<file path="src/rtl/bcr_fifo.sv">
`timescale 1ns / 1ps
module bcr_fifo #(
  parameter int unsigned WIDTH = 8,
  parameter int unsigned DEPTH = 2
) (
  input  logic             clk,
  input  logic             rst_n,
  input  logic             push,
  input  logic [WIDTH-1:0] wr_data,
  output logic             full,
  input  logic             pop,
  output logic [WIDTH-1:0] rd_data,
  output logic             empty
);

  localparam int unsigned PTR_W = (DEPTH > 1) ? $clog2(DEPTH) : 1;
  localparam int unsigned CNT_W = $clog2(DEPTH + 1);

  logic [WIDTH-1:0] mem_r [DEPTH];
  logic [PTR_W-1:0] wr_ptr_r, wr_ptr_nxt;
  logic [PTR_W-1:0] rd_ptr_r, rd_ptr_nxt;
  logic [CNT_W-1:0] cnt_r, cnt_nxt;
  logic             do_push, do_pop;

  assign full    = (cnt_r == CNT_W'(DEPTH));
  assign empty   = (cnt_r == '0);
  assign do_push = push && !full;
  assign do_pop  = pop && !empty;
  assign rd_data = mem_r[rd_ptr_r];

  // pointer and occupancy update
  always_comb begin
    wr_ptr_nxt = wr_ptr_r;
    rd_ptr_nxt = rd_ptr_r;
    cnt_nxt    = cnt_r;
    if (do_push) begin
      wr_ptr_nxt = (wr_ptr_r == PTR_W'(DEPTH - 1)) ? '0 : wr_ptr_r + PTR_W'(1);
    end
    if (do_pop) begin
      rd_ptr_nxt = (rd_ptr_r == PTR_W'(DEPTH - 1)) ? '0 : rd_ptr_r + PTR_W'(1);
    end
    if (do_push && !do_pop) begin
      cnt_nxt = cnt_r + CNT_W'(1);
    end else if (do_pop && !do_push) begin
      cnt_nxt = cnt_r - CNT_W'(1);
    end
  end

  always_ff @(posedge clk) begin
    if (!rst_n) begin
      wr_ptr_r <= '0;
      rd_ptr_r <= '0;
      cnt_r    <= '0;
    end else begin
      wr_ptr_r <= wr_ptr_nxt;
      rd_ptr_r <= rd_ptr_nxt;
      cnt_r    <= cnt_nxt;
    end
  end

  // storage, no reset
  always_ff @(posedge clk) begin
    if (do_push) begin
      mem_r[wr_ptr_r] <= wr_data;
    end
  end

`ifndef NO_ASSERTIONS
  a_cnt_bound: assert property (@(posedge clk) disable iff (!rst_n)
    cnt_r <= CNT_W'(DEPTH))
    else $error("fifo occupancy above depth");

  a_cnt_inc: assert property (@(posedge clk) disable iff (!rst_n)
    (do_push && !do_pop) |=> (cnt_r == $past(cnt_r) + CNT_W'(1)))
    else $error("fifo occupancy did not grow on push");
`endif

endmodule

</file>
<file path="config.mk">
export PLATFORM = sky130hd
export DESIGN_NAME = bcr_fifo
export DESIGN_NICKNAME = d
export VERILOG_FILES = /design/src/rtl/bcr_fifo.sv
export SDC_FILE = /design/constraint.sdc
export NUM_CORES = 1
export LEC_CHECK = 0
export CAP_MARGIN = 20
export CORE_MARGIN = 5
export CORE_UTILIZATION = 30
export DETAILED_ROUTE_END_ITERATION = 16
export DONT_BUFFER_PORTS = 1
export PLACE_DENSITY = 0.56
export RECOVER_POWER = 50
export SLEW_MARGIN = 0
export SYNTH_ARGS = -nofsm -noshare
export SYNTH_HDL_FRONTEND = slang
export SYNTH_SLANG_ARGS = --single-unit
export TNS_END_PERCENT = 50
</file>
<file path="constraint.sdc">
create_clock -name clk -period 1.79 [get_ports clk]
set_input_delay 0.179 -clock clk [delete_from_list [all_inputs] [get_ports clk]]
set_output_delay 0.179 -clock clk [all_outputs]
set_load 0.01 [all_outputs]
</file>
==> Word-level counts from Yosys, hierarchy flattened <==
Memory sizes are Yosys's and may differ from the RTL's. A register that Yosys moved wholly into a read port is not among the register bits.
Cells that the tools add are included.
Widths: inputs -> output; s select.
{ "classes": {"div_mod_pow": 0, "order_cmp": 0, "n_bitwise": 0, "n_reduce_logical": 10, "mux": 8, "n_addsub": 4, "n_eq_ne": 1, "multipliers": 0, "shift": 0} }
{ "op_table": {"columns": ["cell", "count"], "rows": [
  ["$mux 1", 6],
  ["$logic_and 1x1->1", 4],
  ["$logic_not 1->1", 4],
  ["$mux 2", 2],
  ["$add 1x1->1 const B", 2],
  ["$add 2x1->2 const B", 1],
  ["$eq 2x2->1 const B", 1],
  ["$logic_not 2->1", 1],
  ["$reduce_bool 2->1", 1],
  ["$sub 2x1->2 const B", 1]
]} }
{ "word_totals": {"out_inout_bits": 10, "inputBits": 12, "rom_bits": 0, "ram_bits": 16, "word_cells": 27, "reg_bits": 4, "latchBits": 0, "mem_count": 1} }
{ "mem_list": {"columns": ["name", "words", "word_bits", "rd", "rd_clocked_by_memory_dff", "wr", "line", "source"], "rows": [
  ["mem_r", 2, 8, 1, 1, 1, "19", "logic [WIDTH-1:0] mem_r [DEPTH];"]
]} }

==> Logic depth before layout (Yosys ltp) <==
{ "depth": {"ltp_word": 7, "mapped_depth": 7, "depth_no_buf": 7} }

==> Worst setup path before layout <==
No wires, ideal clock.
{ "synth_path": {"path_kind": "flip-flop to flip-flop", "startpoint": "reg cnt_r[0]", "endpoint": "reg cnt_r[1]", "t_arrival_ns": 1.401, "path_slack_ns": 0.319, "required_ns": 1.720, "synth_period_minus_slack_ns": 1.471, "path_buffers": 0, "setup_ns": 0.070, "stages_incl_launch_ff": 7, "cell_sequence": "dfxtp_1 > nand2b_1 > inv_2 > nor2_1 > ha_1 > or3_1 > a21boi_1"} }
{ "synth_via": {"elab_chain_len": 6, "word_cells_on_any_way": 15, "cone_classes": "add/sub (2); eq/ne (1); mux (2); reduce/logical (10)"} }
{ "synth_lines": {"columns": ["element", "line", "source"], "rows": [
  ["from (decl)", "22", "logic [CNT_W-1:0] cnt_r, cnt_nxt;"],
  ["from (signal assigned)", "57", "cnt_r <= cnt_nxt;"],
  ["$eq 2x2->1 (*)", "25", "assign full = (cnt_r == CNT_W'(DEPTH));"],
  ["named net full", "10", "output logic full,"],
  ["$logic_not 1->1 (*)", "27", "assign do_push = push && !full;"],
  ["$logic_and 1x1->1 (*)", "27", null],
  ["$logic_not 1->1", "44", "end else if (do_pop && !do_push) begin"],
  ["$logic_and 1x1->1", "44", null],
  ["$reduce_bool 2->1 (no source line)", null, null]
]} }
Mark *: on every way through the listed nets, which the timed path passes. The rest lies on a longest branch. The select of a mux whose other input is x is not followed.
A chain may end at the register's enable or synchronous reset.

==> Worst setup path in the final report <==
Ends and elaborated chain as after synthesis.

==> results.txt <==
- The number of max-slew violations in the final report was 0.
- Of the synthesized area, sequential elements account for 0.7172.
* CTS clock-pin slew for the worst setup and hold paths: roughly 100 ps
- The die covers between 3000 and 4000 µm².
- DRC Markers: 0
* Buf/Inv on CP: 1
- Post-DR vias/cell: approximately 4.5
* Number of gates given a new drive strength after cts: 0
* Number of buffers on the longest clock path: 2
- The min-delay analysis places its worst path in the category in2reg.
* End point of the most critical hold path: cnt_r[1]$_SDFFE_PN0P_
- The multi-input combinational cells in the finished layout cover a total of 216.5 µm².
* Fill count: roughly 250
* Count of port buffers added during placement: 0
- FP Rows: 18
- Data on the critical path is required at its endpoint by slightly above 2000 ps.
- In the synthesized netlist, the number of instances is 50.
- The HPWL after detailed placement is just under 1 mm.
* Initial antenna violation count: 0
- Critical path launch point: cnt_r[0]$_SDFFE_PN0P_
* Period utilisation layout: 0.8935
- In the global route stage, met1 resource usage came out at 0.09395.
- During synthesis, Yosys emitted a total of 0 warnings.
* Tightest slew margin relative to the limit: 0.7309
- The die is slightly above 60 µm wide.
* Final weighted congestion in routability-driven placement: between 0.6 and 0.7
* Crit path capture type: flop
- The run finished with clean final reports.
- For this run, global-route usage on met3 was measured as 0.02686.
- The repair_antennas step left the layout with diodes totalling 0.
- For this run, the slowest stage of the critical path takes 430 ps.
- Setup repair after global routing left no endpoint under its margin.
* HP Start: rst_n
- Pwr per Cell Area: around 1300 nW/µm²
- Register-to-Register Setup Slack: about 190 ps
* Crit Reg-Reg Startpoint: cnt_r[0]$_SDFFE_PN0P_
* Hold Worst Slack: between 30 and 40 ps
- On the critical path the largest part of the delay comes from simple AND/OR/NAND/NOR gates.
* Wire length of the first global-routing pass: just over 2 mm
* TritonCTS buffer count: 3
- Crit path max-delay cell type: dfxtp_1
* Seq. cell area: 580.6 µm²
- Via count of the first global-routing pass: 428
- In this run the post-CTS setup repair buffer count came out at 0.
- Launching element type of the critical path: flop
* Placed Instances: 80
* RR Endpoint: cnt_r[1]$_SDFFE_PN0P_
- Walking the worst path, the cells encountered are nand2b_1 > inv_2 > nor2_1 > ha_1 > or3_1 > a21boi_1.
* Leakage Power: around 0.34 nW
* Setup Viol. Count Final: 0
- Boundary Pins: 22
* Category of the most critical setup path: reg2reg
- Peak clock frequency supported by timing: between 600 and 700 MHz
* Synth area leader: edfxtp_1
- For this run, the post-layout net count is between 70 and 80.
* Std-Cell Core Area: 2522 µm²
* Number of standard cells in the layout, taps in and fillers out: 93
- Average wire length per cell after detail routing: about 14 µm
- Pin count of the biggest net entering global routing: 13
* Clock root buffer master: clkbuf_4
- The share of synthesized area in the top cell type comes to 0.5935.
- Final global-route overflow total: 0
- CTS built an H-tree with a depth of 1.
- Cell Area, Synth: around 810 µm²
- Die Span Y: a little over 60 µm
- Wires add up to 1.340 mm.
* Most congested layer reported by global routing: met2
* Global routing met2 resource utilization: 0.1198
- Number of buffers inserted for hold repair after clock tree synthesis: 9
- Cell depth of the worst min-delay path: 1
- The number of nets in the synthesized netlist is 63.
- Transition time of the tightest slew-check pin: 403.6 ps
- Minimum period implied by the final worst setup slack: about 1600 ps
- Initial Util: 0.3209
- Routed via count: roughly 420
- Of all nets on the critical path, the largest fanout is 5.
* Remaining antenna violation count after routing: 0
- The detailed router finished its first iteration with 4 violations.
* Yosys reg bits: 21
* Syn Area/Cell: ~16 µm²
- Adding up every negative setup slack in the final design gives 0 ps.
- The hold violation count in the final report came to 0.
- The worst-case IR drop observed on VDD is ~0.63 mV.
* Share of post-route cells with drive strength above 1: 0.2381
- Area contributors post-synth: edfxtp_1, dfxtp_1, mux2_2
- Length of the first detailed-routing pass in iterations: 2
- Count of max-cap constraint violations: 0
- Largest clock skew in the final design: about 12 ps
- Clock tree from TritonCTS: built
- Skew-Pair Late Insertion Delay: approximately 300 ps
- Clock sink count: 21
- Arrival @ worst endpoint: around 1800 ps
- Synth unique cells: 20
- GRT Overall Usage: 0.07659
- Number of cells traversed by the worst register-to-register path: 6
* Growth of design area from synthesis to finish: 19.47%
## stage by stage
stage               area, µm²  total power (W)    util  setup slack (ps)
detailed placement      849.6         0.001043  0.3368             200.9
global route            967.2         0.001349  0.3834             18.17
floorplan               809.5        0.0009729       -             319.0
finish                  967.2         0.001258  0.3834             190.7
CTS                     967.2         0.001285  0.3834             173.3
global placement        849.6         0.001029  0.3368             246.9
## sequential cells by signal (all words and copies together), names as in the netlist, named ones only
register,flops
mem_r,16
cnt_r,2
rd_ptr_r,1
wr_ptr_r,1
## cells in the final DEF, fill, tap and decap left out, drive strengths merged
cell	n
and2	3
a21boi	2
inv	2
buf	1
and3	1
clkinv	1
xnor2	2
nand2b	1
nor3	1
o21a	1
nor2	2
edfxtp	16
or3	1
dfxtp	5
mux2	8
ha	1
dlygate4sd3	9
clkbuf	3
xor2	1
o21ai	2
## power by group
part	total [W]	switching (W)	internal, W
Clock	0.000219	0.000136	0.0000831
Combinational	0.000353	0.000181	0.000172
Sequential	0.000686	0.0000644	0.000621
## how the worst max path moves through the flow
stage                                       end  cells after the start
after global placement    cnt_r[1]$_SDFFE_PN0P_                      6
after CTS                 cnt_r[1]$_SDFFE_PN0P_                      6
after detailed placement  cnt_r[1]$_SDFFE_PN0P_                      6
after floorplan           cnt_r[1]$_SDFFE_PN0P_                      6
after global routing      cnt_r[1]$_SDFFE_PN0P_                      6
final                     cnt_r[1]$_SDFFE_PN0P_                      6
## area by class of cell
class | count | share of cell area
Inverter | 2 | 0.007762
Sequential cell | 21 | 0.6003
Tap cell | 30 | 0.03881
Clock buffer | 3 | 0.02329
Multi-Input combinational cell | 26 | 0.2238
Clock inverter | 1 | 0.005175
Timing Repair Buffer | 10 | 0.1009
## per-layer routing
layer / up-vias / wire (µm)
li1: 207 / -
met1: 202 / 559
met2: 14 / 656
met3: 0 / 124
met4: 0 / 0
met5: - / 0
## Yosys cell counts
| cell type | n |
|---|---|
| a21boi_0 | 1 |
| nor3_2 | 1 |
| nor2_1 | 2 |
| o21a_1 | 1 |
| and3_1 | 1 |
| o21ai_0 | 1 |
| and2_1 | 3 |
| a21boi_1 | 1 |
| or3_1 | 1 |
| inv_1 | 1 |
| nand2b_1 | 1 |
| xnor2_1 | 2 |
| mux2_2 | 8 |
| edfxtp_1 | 16 |
| buf_2 | 1 |
| xor2_1 | 1 |
| o21ai_1 | 1 |
| ha_1 | 1 |
| dfxtp_1 | 5 |
| inv_2 | 1 |
## cell families after synthesis
family	Yosys count	share of synthesized area
fa+ha+maj	1	0.01545
compound gates	5	0.04018
simple gates	9	0.06803
mux	8	0.1113
buf+inv	3	0.01544
xor+xnor	3	0.03246
flops	21	0.7172
Note: power is estimated with default switching activity, not from simulation.
