### src/rtl/bcr_pkg.sv
`timescale 1ns / 1ps
package bcr_pkg;

  // Register indexes (byte address = 4 * index)
  localparam logic [2:0] REG_CORNER_A_X  = 3'd0;
  localparam logic [2:0] REG_CORNER_A_Y  = 3'd1;
  localparam logic [2:0] REG_CORNER_B_X  = 3'd2;
  localparam logic [2:0] REG_CORNER_B_Y  = 3'd3;
  localparam logic [2:0] REG_RESTITUTION = 3'd4;
  localparam logic [2:0] REG_STEP_TIME   = 3'd5;

  localparam int unsigned ADDR_W = 5;

  // Reset values
  localparam logic [17:0] RESTITUTION_RST = 18'd65536;  // 1.0 in Q2.16
  localparam logic [17:0] RESTITUTION_ONE = 18'd65536;

  typedef enum logic [1:0] {
    SIDE_LEFT   = 2'd0,
    SIDE_TOP    = 2'd1,
    SIDE_RIGHT  = 2'd2,
    SIDE_BOTTOM = 2'd3
  } side_t;

  typedef struct packed {
    logic signed [31:0] pos_x;
    logic signed [31:0] pos_y;
    logic signed [31:0] vel_x;
    logic signed [31:0] vel_y;
    logic        [30:0] radius;
  } in_item_t;

  typedef struct packed {
    logic signed [31:0] new_pos_x;
    logic signed [31:0] new_pos_y;
    logic signed [31:0] new_vel_x;
    logic signed [31:0] new_vel_y;
    logic               hit;
  } out_item_t;

  // Classified particle handed from front to back
  typedef struct packed {
    logic               hit;
    logic signed [31:0] pos_x;
    logic signed [31:0] pos_y;
    logic signed [32:0] vel_x;  // after optional negation
    logic signed [32:0] vel_y;
  } mid_item_t;

  typedef struct packed {
    logic signed [31:0] corner_a_x;
    logic signed [31:0] corner_a_y;
    logic signed [31:0] corner_b_x;
    logic signed [31:0] corner_b_y;
    logic        [17:0] restitution;
    logic        [31:0] step_time;
  } cfg_t;

  // Saturate a signed value to 32 bits
  function automatic logic signed [31:0] sat32(input logic signed [48:0] v);
    logic signed [31:0] res;
    if (v > 49'sd2147483647) begin
      res = 32'sh7FFFFFFF;
    end else if (v < -49'sd2147483648) begin
      res = 32'sh80000000;
    end else begin
      res = v[31:0];
    end
    return res;
  endfunction

endpackage

### src/rtl/bcr_front.sv
`timescale 1ns / 1ps
module bcr_front (
  input  logic                clk,
  input  logic                rst_n,
  input  bcr_pkg::cfg_t       cfg,
  input  logic                in_vld,
  output logic                in_rdy,
  input  bcr_pkg::in_item_t   in_item,
  output logic                mid_push,
  input  logic                mid_full,
  output bcr_pkg::mid_item_t  mid_item
);

  logic               f0_vld_r, f0_vld_nxt;
  logic               f0_en;
  bcr_pkg::in_item_t  f0_item_r;
  logic signed [31:0] min_x_r, max_x_r, min_y_r, max_y_r;
  logic signed [32:0] lo_x_r, hi_x_r, lo_y_r, hi_y_r;

  logic signed [31:0] min_x, max_x, min_y, max_y;
  logic signed [32:0] rad_s;

  // box extents from the two corners
  always_comb begin
    if (cfg.corner_a_x < cfg.corner_b_x) begin
      min_x = cfg.corner_a_x;
      max_x = cfg.corner_b_x;
    end else begin
      min_x = cfg.corner_b_x;
      max_x = cfg.corner_a_x;
    end
    if (cfg.corner_a_y < cfg.corner_b_y) begin
      min_y = cfg.corner_a_y;
      max_y = cfg.corner_b_y;
    end else begin
      min_y = cfg.corner_b_y;
      max_y = cfg.corner_a_y;
    end
  end

  assign rad_s  = $signed({2'b00, in_item.radius});
  assign f0_en  = !f0_vld_r || !mid_full;
  assign in_rdy = f0_en;

  // stage 0: capture item, extents and disc bounds
  assign f0_vld_nxt = f0_en ? in_vld : f0_vld_r;

  always_ff @(posedge clk) begin
    if (!rst_n) begin
      f0_vld_r <= 1'b0;
    end else begin
      f0_vld_r <= f0_vld_nxt;
    end
  end

  always_ff @(posedge clk) begin
    if (f0_en && in_vld) begin
      f0_item_r <= in_item;
      min_x_r   <= min_x;
      max_x_r   <= max_x;
      min_y_r   <= min_y;
      max_y_r   <= max_y;
      lo_x_r    <= 33'(in_item.pos_x) - rad_s;
      hi_x_r    <= 33'(in_item.pos_x) + rad_s;
      lo_y_r    <= 33'(in_item.pos_y) - rad_s;
      hi_y_r    <= 33'(in_item.pos_y) + rad_s;
    end
  end

  // stage 1: inside test, nearest side, reflection
  logic               in_box;
  logic signed [33:0] gap_l, gap_t, gap_r, gap_b, best;
  bcr_pkg::side_t     side;
  logic signed [32:0] vx, vy;

  always_comb begin
    in_box = (lo_x_r >= 33'(min_x_r)) && (hi_x_r <= 33'(max_x_r)) &&
             (lo_y_r >= 33'(min_y_r)) && (hi_y_r <= 33'(max_y_r));
    gap_l = 34'(f0_item_r.pos_x) - 34'(min_x_r);
    gap_t = 34'(max_y_r) - 34'(f0_item_r.pos_y);
    gap_r = 34'(max_x_r) - 34'(f0_item_r.pos_x);
    gap_b = 34'(f0_item_r.pos_y) - 34'(min_y_r);
    best  = gap_l;
    side  = bcr_pkg::SIDE_LEFT;
    if (gap_t < best) begin
      best = gap_t;
      side = bcr_pkg::SIDE_TOP;
    end
    if (gap_r < best) begin
      best = gap_r;
      side = bcr_pkg::SIDE_RIGHT;
    end
    if (gap_b < best) begin
      side = bcr_pkg::SIDE_BOTTOM;
    end
    vx = 33'(f0_item_r.vel_x);
    vy = 33'(f0_item_r.vel_y);
    if (in_box) begin
      case (side)
        bcr_pkg::SIDE_LEFT, bcr_pkg::SIDE_RIGHT: vx = -vx;
        default:                                 vy = -vy;
      endcase
    end
  end

  assign mid_push       = f0_vld_r;
  assign mid_item.hit   = in_box;
  assign mid_item.pos_x = f0_item_r.pos_x;
  assign mid_item.pos_y = f0_item_r.pos_y;
  assign mid_item.vel_x = vx;
  assign mid_item.vel_y = vy;

endmodule

### config.mk
export PLATFORM = sky130hd
export DESIGN_NAME = bcr_front
export DESIGN_NICKNAME = d
export VERILOG_FILES = /design/src/rtl/bcr_pkg.sv /design/src/rtl/bcr_front.sv
export SDC_FILE = /design/constraint.sdc
export NUM_CORES = 1
export LEC_CHECK = 0
export BUFFER_PORTS_ARGS = -buffer_cell sky130_fd_sc_hd__buf_2
export CAP_MARGIN = 5
export CORE_MARGIN = 4
export CORE_UTILIZATION = 50
export DETAILED_ROUTE_END_ITERATION = 6
export PLACE_DENSITY = 0.71
export SLEW_MARGIN = 0
export SYNTH_ARGS = -nofsm -noshare
export SYNTH_HDL_FRONTEND = slang
export SYNTH_SLANG_ARGS = --single-unit
### constraint.sdc
create_clock -name clk -period 19.8 [get_ports clk]
set_clock_uncertainty 0.2 [all_clocks]
set_input_delay 1.98 -clock clk [delete_from_list [all_inputs] [get_ports clk]]
set_output_delay 1.98 -clock clk [all_outputs]
set_load 0.005 [all_outputs]
Word level (Yosys, flattened, before mapping)
Index checks and enable logic that the tools add are counted.

Flip-flop bits (word level): 389. Output and inout port bits: 133. Word-level logic and storage cells: 55.

Add/subtract/negate cells: 10. $lt $le $gt $ge: 9. Equality and inequality tests: 1. Mux-type cells: 13. Reduce and logical (&&, ||, !) cells: 9.

Operators with widths (number): $sub A32 B32 Y33 (6); $mux W33 (4); $mux W32 (4); $lt A33 B34 Y1 (2); $mux W34 (2); $add A32 B32 Y33 (2); $ge A33 B32 Y1 (2); $le A33 B32 Y1 (2); $neg A32 Y33 (2); $lt A32 B32 Y1 (2); $lt A33 B33 Y1 (1); $logic_and A1 B1 Y1 (4); $mux W2 (2); $eq A2 B2 Y1 const B (1); $logic_not A1 Y1 (2); $logic_not A2 Y1 (1); $reduce_or A2 Y1 (1); $logic_or A1 B1 Y1 (1); $mux W1 (1).

Depth between registers and ports, before layout
Depth after elaboration: 11. Depth in mapped cells: 53. Gate-level depth less buffers: 49.

Worst setup path before layout
No wires, ideal clock.

Kind: register to output. Start point: register max_y_r[0]. End point: output mid_item[50] (netlist bit). Data arrival time: 9.654 ns. Data required time: 17.620 ns. Slack: 7.966 ns. Cell stages (with the launch flop): 51. Buffers on the path: 4. Cells stage by stage: edfxtp_1 inv_1 ha_1 inv_1 fa_1 a211oi_2 o211ai_2 a311oi_2 o21ai_1 a221oi_4 a21oi_1 a31oi_1 nor2b_1 xnor2_1 ha_1 a21o_1 a21o_1 a21o_1 (+15 left out) a31oi_1 a21oi_2 buf_6 mux2_2 ha_1 and4_1 nand4_1 or3_1 nor3_1 o21ai_0 a31oi_1 nor2_1 mux2_2 o221a_1 a41o_2 buf_6 o41ai_1 xnor2_1.

RTL lines: from (decl) (line bcr_front.sv:17) `logic signed [31:0] min_x_r, max_x_r, min_y_r, max_y_r;`; from (signal assigned) (line bcr_front.sv:62) `max_y_r <= max_y;`; to (decl) (line bcr_front.sv:11) `output bcr_pkg::mid_item_t mid_item`.

==> tab_implementation.tex <==
\begin{tabular}{lr}
\hline
Metric & Value \\
\hline
\multicolumn{2}{l}{\textbf{Run status}} \\
Run status & complete, no violations \\
\multicolumn{2}{l}{\textbf{STA}} \\
Max\_slew headroom & between 20\% and 30\% \\
Slew Viols, Final & 0 \\
Final worst path period share & between 70\% and 80\% \\
Post-Route Hold Slack & between 300 and 400 ps \\
Total count of hold-check failures in the final report & 0 \\
Sum Neg Setup Slack & 0 ps \\
Slew at the pin closest to its max-slew limit & 1070 ps \\
Unrepaired setup endpoints after global routing & no \\
Final count of negative-setup-slack endpoints & 0 \\
Highest Clock Rate & between 0.06 and 0.07 GHz \\
Final worst path period need & between 15000 and 20000 ps \\
\multicolumn{2}{l}{\textbf{Critical path}} \\
Critical path data required time & $\sim$18000 ps \\
Cell type group with the largest total delay on the critical path & compound AO/OA/AOI/OAI gates \\
Maximum cell stage delay along the critical path & between 800 and 900 ps \\
End of the worst register-to-register path & min\_y\_r[5] \\
Top fanout value on the critical path & 50 \\
Launch point of the worst reg-to-reg path & mid\_push \\
Slack of the worst reg-to-reg path & 15800 ps \\
Slowest cell on the critical path & sky130\_fd\_sc\_hd\_\_o21a\_2 \\
Critical path buffer and inverter count & 4 \\
Nature of the critical path endpoint & output port \\
Path type of the worst setup path & reg -> out \\
WP data arrival & between 10000 and 15000 ps \\
Critical path startpoint category & flip-flop \\
Cells on worst reg2reg path & 5 \\
\multicolumn{2}{l}{\textbf{Detailed routing}} \\
Total length of routed met3 wires & roughly 6000 um \\
Iteration count of the initial detailed-routing pass & 5 \\
Average wire per cell in the routed design & between 20 and 25 um \\
Sum of routed wire segments on met1 & between 40000 and 50000 um \\
Total DRC errors in the routed layout & 0 \\
Total number of vias & around 28000 \\
Routed vias/inst & between 5 and 6 \\
Antenna Nets Post-Route & 0 \\
Routed wl met2 & between 40000 and 50000 um \\
First-iteration detailed-routing DRC count & around 2200 \\
Final Routed Wirelength & 99700 um \\
Highest routed layer & met5 \\
\multicolumn{2}{l}{\textbf{Yosys}} \\
Summed instance area of the synthesized netlist & between 30000 and 40000 um\^{}2 \\
Top\_reg\_cell synth & sky130\_fd\_sc\_hd\_\_edfxtp\_1 \\
Number of synthesized flops with an enable pin & slightly below 400 \\
Seq/Total Area, Yosys & between 30\% and 40\% \\
Synth area leaders & sky130\_fd\_sc\_hd\_\_edfxtp\_1 (33\%), sky130\_fd\_sc\_hd\_\_ha\_1 (19\%), sky130\_fd\_sc\_hd\_\_xnor2\_1 (5.3\%), sky130\_fd\_sc\_hd\_\_inv\_1 (4.8\%), sky130\_fd\_sc\_hd\_\_mux2\_2 (4.5\%) \\
Fraction of post-synthesis cell area in the top cell type by area & between 30 and 40\% \\
Synthesized area per cell & slightly below 10 um\^{}2 \\
Most area-hungry cell type in the Yosys netlist & sky130\_fd\_sc\_hd\_\_edfxtp\_1 \\
Yosys reg bits & approximately 390 \\
Number of nets produced by synthesis & 4506 \\
Post-synthesis async set-or-reset flop share & 0\% \\
Warnings, synthesis & 0 \\
Post-Synthesis Cells & approximately 3600 \\
Distinct cell type count of the synthesized netlist & 83 \\
\multicolumn{2}{l}{\textbf{Floorplanning}} \\
Die ar. & 74300 um\^{}2 \\
Horizontal extent of the die & $\sim$270 um \\
Die outline height & roughly 270 um \\
\# rows & 96 \\
Starting Density & 50.7\% \\
Area of the core & 68900 um\^{}2 \\
Number of I/O pins & roughly 470 \\
\multicolumn{2}{l}{\textbf{Global route}} \\
Global routing usage summed across all routing layers & 25.8\% \\
Wire length of the first global-routing pass & 150000 um \\
Total gr overflow & 0 \\
Pin count of the biggest net entering global routing & slightly below 80 \\
Number of global-route vias before repair & between 20000 and 30000 \\
Initial antenna violation count & 17 \\
\multicolumn{2}{l}{\textbf{Clock tree}} \\
H-tree depth & 2 \\
Setup Buffers After CTS & 0 \\
Maximum buffer depth of the clock tree & 3 \\
TritonCTS Buffers & 44 \\
Count of clock tree sinks & approximately 390 \\
CTS hold repair buffers & 0 \\
CTS tree & yes \\
Latest clock arrival within the worst-skew pair & 610 ps \\
Resized cells post-CTS & 0 \\
CTS root buf & sky130\_fd\_sc\_hd\_\_clkbuf\_16 \\
Clock transition at path regs & around 60 ps \\
\multicolumn{2}{l}{\textbf{Placed design}} \\
Number of cells in the design after placement & about 4900 \\
Routability-driven placement congestion ratio & between 0.9 and 1 \\
Quantity of I/O buffers inserted on ports & 423 \\
Half-perimeter wire length after placement & about 83000 um \\
\multicolumn{2}{l}{\textbf{Worst hold path}} \\
Kind of path behind the tightest hold check & reg -> reg \\
Worst Hold Endpoint & mid\_push \\
Hold depth & 2 \\
Min-delay src & mid\_push \\
\multicolumn{2}{l}{\textbf{Power}} \\
Power per unit of standard cell area & approximately 91 nW/um\^{}2 \\
Peak ir drop on the vdd network & 0.0600 mV \\
Static Leakage & about 18 nW \\
\multicolumn{2}{l}{\textbf{Layout}} \\
Final \#Nets & a little under 5000 \\
Final core utilization & a little under three fifths \\
Share of final-layout standard cells stronger than drive strength 1 & $\sim$17\% \\
Area grow syn2layout & 11.7\% \\
Fin cells & $\sim$4900 \\
Final-layout fill cell count & between 6000 and 7000 \\
\multicolumn{2}{l}{\textbf{Flow run}} \\
Max-capacitance violation count & 0 \\
\hline
\end{tabular}
-- per-stage QoR --
stage | power [mW] | worst slack, ps | area, um^2
global route | 3.79 | 3710 | 39100
CTS | 3.55 | 4600 | 39000
detailed placement | 2.71 | 5280 | 37600
global placement | 2.68 | 5340 | 37600
floorplan | 2.28 | 7970 | 35000
finish | 3.54 | 4500 | 39100
-- state kept, by name (all words and copies together) (netlist names) --
name / count
mid_item: 64
lo_y_r: 33
max_y_r: 32
hi_y_r: 32
min_x_r: 32
hi_x_r: 33
lo_x_r: 32
f0_item_r: 64
max_x_r: 32
mid_push: 1
min_y_r: 32
-- area by class of cell --
cell class,instances,area (um^2),share of cell area (%)
clock inverter,27,297,0.759
antenna,13,32.5,0.0833
timing repair buffer,434,2200,5.63
inverter,447,1680,4.30
multi-input combinational,2654,20900,53.6
sequential,387,11600,29.7
clock buffer,54,1150,2.94
tap,931,1160,2.98
-- tightest hold or removal path: stages, from the launching register on --
cell	delay, ps
sky130_fd_sc_hd__dfxtp_1	350
sky130_fd_sc_hd__a21oi_1	80
sky130_fd_sc_hd__nor2b_1	100
-- worst max path at each step --
| stage | startpoint | to | slack (ps) | cells past startpoint |
|---|---|---|---|---|
| 2_1_floorplan | max_y_r[0] | mid_item[50] | 7970 | 50 |
| 3_3_place_gp | max_y_r[0] | mid_item[43] | 5340 | 48 |
| 3_5_place_dp | max_y_r[0] | mid_item[43] | 5280 | 48 |
| 4_1_cts | max_y_r[0] | mid_item[43] | 4600 | 48 |
| 5_1_grt | max_y_r[0] | mid_item[39] | 3710 | 48 |
| 6_report | max_y_r[0] | mid_item[43] | 4500 | 48 |
-- cell usage after synthesis, types with 6 or more instances --
master	n
sky130_fd_sc_hd__ha_1	541
sky130_fd_sc_hd__inv_1	446
sky130_fd_sc_hd__edfxtp_1	386
sky130_fd_sc_hd__a21oi_1	248
sky130_fd_sc_hd__nor2_1	220
sky130_fd_sc_hd__xnor2_1	213
sky130_fd_sc_hd__o21ai_0	151
sky130_fd_sc_hd__nand2_1	146
sky130_fd_sc_hd__mux2_2	141
sky130_fd_sc_hd__a21o_1	140
sky130_fd_sc_hd__buf_4	70
sky130_fd_sc_hd__xor2_1	67
sky130_fd_sc_hd__nor3_1	66
sky130_fd_sc_hd__nand3_1	58
sky130_fd_sc_hd__nand2b_1	56
sky130_fd_sc_hd__nor2b_1	53
sky130_fd_sc_hd__nand4_1	47
sky130_fd_sc_hd__o21a_1	45
sky130_fd_sc_hd__o21bai_1	45
sky130_fd_sc_hd__clkbuf_1	44
sky130_fd_sc_hd__mux2i_1	34
sky130_fd_sc_hd__a211oi_1	31
sky130_fd_sc_hd__o31ai_1	29
sky130_fd_sc_hd__o211ai_1	27
sky130_fd_sc_hd__a31oi_1	24
sky130_fd_sc_hd__nor4_1	22
sky130_fd_sc_hd__and3_1	20
sky130_fd_sc_hd__o41ai_1	19
sky130_fd_sc_hd__or3_1	15
sky130_fd_sc_hd__or4_1	15
sky130_fd_sc_hd__a211o_1	13
sky130_fd_sc_hd__and4_1	13
sky130_fd_sc_hd__o21ai_1	13
sky130_fd_sc_hd__a2111oi_0	11
sky130_fd_sc_hd__or2_2	11
sky130_fd_sc_hd__and2_1	10
sky130_fd_sc_hd__fa_1	8
sky130_fd_sc_hd__a41oi_1	7
sky130_fd_sc_hd__buf_2	7
sky130_fd_sc_hd__o21ba_2	7
sky130_fd_sc_hd__a31o_2	6
sky130_fd_sc_hd__o221ai_1	6
sky130_fd_sc_hd__o31a_1	6
-- power by group --
group	switching (mW)	internal, mW	total [mW]
logic	0.935	0.725	1.66
clock network	0.353	0.471	0.824
registers	0.0481	1.01	1.06
-- metal layers --
metal  track usage (%)  vias up
met3              2.99      211
met2              42.8      919
met1              34.7    13200
li1                  -    13800
met5                 0        -
met4              10.5       12
-- placed cells by master, fill, tap and decap left out, types with 19 or more instances in the layout --
| cell | n |
|---|---|
| sky130_fd_sc_hd__nor3_1 | 66 |
| sky130_fd_sc_hd__ha_1 | 541 |
| sky130_fd_sc_hd__nor4_1 | 22 |
| sky130_fd_sc_hd__o211ai_1 | 27 |
| sky130_fd_sc_hd__inv_1 | 446 |
| sky130_fd_sc_hd__mux2i_1 | 34 |
| sky130_fd_sc_hd__o41ai_1 | 19 |
| sky130_fd_sc_hd__o21bai_1 | 45 |
| sky130_fd_sc_hd__nand2_1 | 146 |
| sky130_fd_sc_hd__nor2_1 | 220 |
| sky130_fd_sc_hd__o31ai_1 | 29 |
| sky130_fd_sc_hd__a31oi_1 | 24 |
| sky130_fd_sc_hd__buf_2 | 423 |
| sky130_fd_sc_hd__edfxtp_1 | 386 |
| sky130_fd_sc_hd__mux2_2 | 141 |
| sky130_fd_sc_hd__o21ai_0 | 151 |
| sky130_fd_sc_hd__a211oi_1 | 31 |
| sky130_fd_sc_hd__xnor2_1 | 213 |
| sky130_fd_sc_hd__o21a_1 | 43 |
| sky130_fd_sc_hd__nand3_1 | 58 |
| sky130_fd_sc_hd__and3_1 | 20 |
| sky130_fd_sc_hd__xor2_1 | 67 |
| sky130_fd_sc_hd__nor2b_1 | 53 |
| sky130_fd_sc_hd__nand4_1 | 47 |
| sky130_fd_sc_hd__a21oi_1 | 248 |
| sky130_fd_sc_hd__nand2b_1 | 56 |
| sky130_fd_sc_hd__a21o_1 | 140 |
| sky130_fd_sc_hd__clkbuf_16 | 44 |
-- kinds of logic after synthesis --
logic type                 synth area share, %
and+or+nand+nor                           10.9
buffers and inverters                     7.01
xor gates and xnor gates                  7.01
muxes                                     5.51
AOI/OAI and AO/OA                         16.5
DFF                                       33.2
adders and majority gates                 19.9
(Power assumes the default switching activity.)
